## src/sv/stmin_pkg.sv

```systemverilog
package stmin_pkg;

    localparam int LEAVES     = 1024;
    localparam int NODE_COUNT = 4 * LEAVES;
    localparam int NODE_W     = $clog2(NODE_COUNT);
    localparam int POS_W      = 10;
    localparam int IDX_W      = 11;
    localparam int VAL_W      = 32;
    localparam int CFG_IDX_W  = 2;
    localparam int CFG_DATA_W = 32;

    localparam logic [0:0] OP_INSERT = 1'b0;
    localparam logic [0:0] OP_QUERY  = 1'b1;

    localparam logic [CFG_IDX_W-1:0] REG_LEAF_COUNT = 2'd0;
    localparam logic [CFG_IDX_W-1:0] REG_INIT_VALUE = 2'd1;

    typedef struct packed {
        logic [0:0]              op;
        logic [POS_W-1:0]        first_index;
        logic [POS_W-1:0]        last_index;
        logic signed [VAL_W-1:0] new_value;
    } t_in;

    typedef struct packed {
        logic [IDX_W-1:0]        min_index;
        logic signed [VAL_W-1:0] min_value;
    } t_out;

    typedef struct packed {
        logic [IDX_W-1:0]        idx;
        logic signed [VAL_W-1:0] val;
    } t_node;

    typedef struct packed {
        logic [NODE_W-1:0] node;
        logic [POS_W-1:0]  b;
        logic [POS_W-1:0]  e;
    } t_walk;

    typedef enum logic [2:0] {
        S_CLEAR,
        S_IDLE,
        S_IDESC,
        S_IUPD,
        S_QDESC,
        S_QMRG
    } t_state;

endpackage

```

## src/sv/stmin_step.sv

```systemverilog
module stmin_step
    import stmin_pkg::*;
(
    input  t_walk            i_cur,
    input  logic [POS_W-1:0] i_pos,
    output t_walk            o_next
);

    logic [POS_W-1:0] mid;

    // midpoint split, child that holds the target leaf
    always_comb begin
        mid = i_cur.b + ((i_cur.e - i_cur.b) >> 1);
        if (i_pos <= mid) begin
            o_next.node = NODE_W'({i_cur.node, 1'b0} + 1'b1);
            o_next.b    = i_cur.b;
            o_next.e    = mid;
        end else begin
            o_next.node = NODE_W'({i_cur.node, 1'b0} + 2'd2);
            o_next.b    = mid + 1'b1;
            o_next.e    = i_cur.e;
        end
    end

endmodule

```

## config.mk

```make
export PLATFORM = sky130hd
export DESIGN_NAME = stmin_step
export DESIGN_NICKNAME = d
export VERILOG_FILES = /design/src/sv/stmin_pkg.sv /design/src/sv/stmin_step.sv
export SDC_FILE = /design/constraint.sdc
export NUM_CORES = 1
export LEC_CHECK = 0
export BUFFER_PORTS_ARGS = -buffer_cell sky130_fd_sc_hd__buf_2
export CORE_ASPECT_RATIO = 2
export CORE_MARGIN = 5
export CORE_UTILIZATION = 40
export DETAILED_ROUTE_END_ITERATION = 10
export GPL_TIMING_DRIVEN = 0
export PLACE_DENSITY_LB_ADDON = 0.12
export SLEW_MARGIN = 30
export SYNTH_ARGS = -nofsm -noshare
export SYNTH_HDL_FRONTEND = slang
export SYNTH_SLANG_ARGS = --single-unit
export TNS_END_PERCENT = 30
```

## constraint.sdc

```tcl
create_clock -name vclk -period 11.3
set_input_delay 0.565 -clock vclk [all_inputs]
set_output_delay 0.565 -clock vclk [all_outputs]
set_load 0.05 [all_outputs]
```

==> results.md <==
- Via density per instance: slightly above 5
- Num ports: 74
- PortBufs: 73
- Worst Tran Pin Value: 552 ps
- Slowest stage cell, crit path: a211oi_1
- Critical Path Source Type: input pin
- Post-synthesis compound-gate area fraction: 0.222
- Drt pass-1 iters: 4
- CP dominant cell by count: inv_1
- Cell taking the most area after synthesis: ha_1
- # diodes: 0
- Row Count: 33
- Syn avg cell area: 7.11 um^2
- Setup violators final: 0
- Total grt overflow: 0
- Most frequent cells after synthesis: 30 x ha_1, 22 x inv_1, 22 x xnor2_1
- Minimum clock period: 6450 ps
- Critical Path Sink Type: output pin
- Arr. time, crit path: 5880 ps
- Hold path cells: 3
- Fill count: ~450
- Worst min path class: in -> out
- Clkbuf count: 0
- Count leader, synth: ha_1
- DRC viols: 0
- Mean routed wirelength per cell: 12.6 um
- CP max FO: 10
- Post-synthesis simple-gate area fraction: 0.237
- First-pass GRT wire length: 7270 um
- Maximum vdd ir drop: 159 uV
- Synth warn: 0
- Mux cell area share after synthesis: 0.0553
- Post-route ant nets: 0
- Power Density: around 280 mW/mm^2
- Tot Pwr: 0.576 mW
- Die width: approximately 55 um
- Max Cap Viol: 0
- Fmax achieved: 0.155 GHz
- Sequential fraction of the synthesis area: 0
- P&R area growth vs syn: 26.4%
- Nets: 378
- RSZ-0062 raised after global routing: no
- GRT Util Overall: 0.165
- Die ar.: 0.00553 mm^2
- Worst slew margin: 0.632
- WS Path Type: in -> out
- Layout cells sized above 1: 0.298
- Setup_tns: 0 ps
- Post-Synth Adder-Cell Area: 0.255
- CORE AREA: 0.00401 mm^2
- Fin. Hold Viols: 0
- Dominant cells by area after synthesis: ha_1 23%, xnor2_1 12%, mux2_2 5.5%, inv_1 5.1%, nand2_1 4.4%
- CTS Hold Bufs: 0
- Dpl cells: 354
- Largest family of logic cells by synthesized area: adder cells
- Leakage power: 1.05 nW
- Post-Syn Nets: approximately 300
- Post-synthesis cell area: 0.00163 mm^2
- Dpl hpwl: between 4000 and 5000 um
- Final Wtd Congestion: ~0.85
- Mapped Cells: between 200 and 250
- FF+latch area: 0 um^2
- Final period util: 0.570
- Top cell type's share of synthesized area: 0.230
- Status: finished, final reports clean
- Postcts setup bufs: 0
- Vias in the first global route: 1,744
- Vias: 1,828
- XOR/XNOR Fraction of Synth Area: 0.166
- Initial antenna violation count: 0
- Distinct cells, synth: 42
- Multi-input combinational cell area: 0.00152 mm^2
- Seq_cells: 0
- Drt total wl: 4460 um
- Initial DRC Count: 20
- WP data required: roughly 11,000 ps
- Slew Viols, Final: 0
- Die height: 100 um
- Initial core utilization: 0.407
- Worst Hold Path EP: o_next[31]
- Post_cts resized: 0
- Post-route non-filler standard cell count: 354
- Pin count of the biggest net entering global routing: 11
- Hold wc startpoint: i_cur[30]
- Slowest stage delay, CP: 480 ps
[layout make-up]
class              instances  share of cell area
well taps                 52              0.0316
repair buffers            73               0.177
multi-input cells        201               0.740
plain buffers              5             0.00911
inverters                 23              0.0419
[placed cells by master (no fill, tap or decap), types with 2 or more instances in the layout]
cell      instances
nand3_1           8
nand2_1          19
o21ai_0          13
nand4_1           6
nor4_1            2
xor2_1            7
ha_1             30
fa_1              2
a21oi_1          14
a21o_1            5
and3_1            3
nor2b_1           5
a211oi_1          5
and2_1            3
clkbuf_1          5
or3_1             3
o21bai_1          3
inv_1            22
nor3_1            6
mux2_2            8
buf_2            73
o21a_1            3
nor2_1           16
xnor2_1          22
[routing by layer]
metal  GRT usage  up-vias  part of all wire  routed length (um)
li1            -      962                 -                   -
met3     0.00743        2             0.043                 193
met5           0        -                 0                   0
met4     0.00562        0            0.0047                  21
met1       0.200      828              0.41                1810
met2       0.318       36              0.55                2440
[stage by stage]
step | cell area (um^2) | hold WS [ps] | utilization | setup slack (ps)
after detailed placement | 2060 | 1470 | 0.514 | 4800
after global routing | 2060 | 1480 | 0.514 | 4330
after CTS | 2060 | 1470 | 0.514 | 4790
after floorplan | 1630 | 1400 | - | 4920
final | 2060 | 1470 | 0.514 | 4850
after global placement | 2060 | 1470 | 0.514 | 4900
[critical path, delay by kind of cell]
kind,cells,cell delay (ps)
adders and majority gates,3,920
AOI/OAI and AO/OA,8,1570
and+or+nand+nor,6,960
buffers and inverters,7,1180
xor gates and xnor gates,3,670
[cell families (layout without fill, tap and decap cells)]
family | after synthesis | in the layout
compound gates | 55 | 55
mux | 8 | 8
fa+ha+maj | 32 | 32
simple gates | 76 | 76
xor+xnor | 30 | 30
buf+inv | 28 | 101
[power breakdown]
group / internal (mW) / switching (mW) / leakage (nW)
registers: 0 / 0 / 0
logic: 0.166 / 0.411 / 1.05
clock network: 0 / 0 / 0
[worst max-delay path by stage]
stage	cells past startpoint	to	slack, ps	start
floorplan	22	o_next[10]	4920	i_cur[10]
global route	26	o_next[2]	4330	i_cur[11]
CTS	27	o_next[31]	4790	i_cur[11]
finish	27	o_next[31]	4850	i_cur[11]
global placement	27	o_next[31]	4900	i_cur[11]
detailed placement	27	o_next[31]	4800	i_cur[11]
No activity file was read; power rests on OpenSTA's default activity.
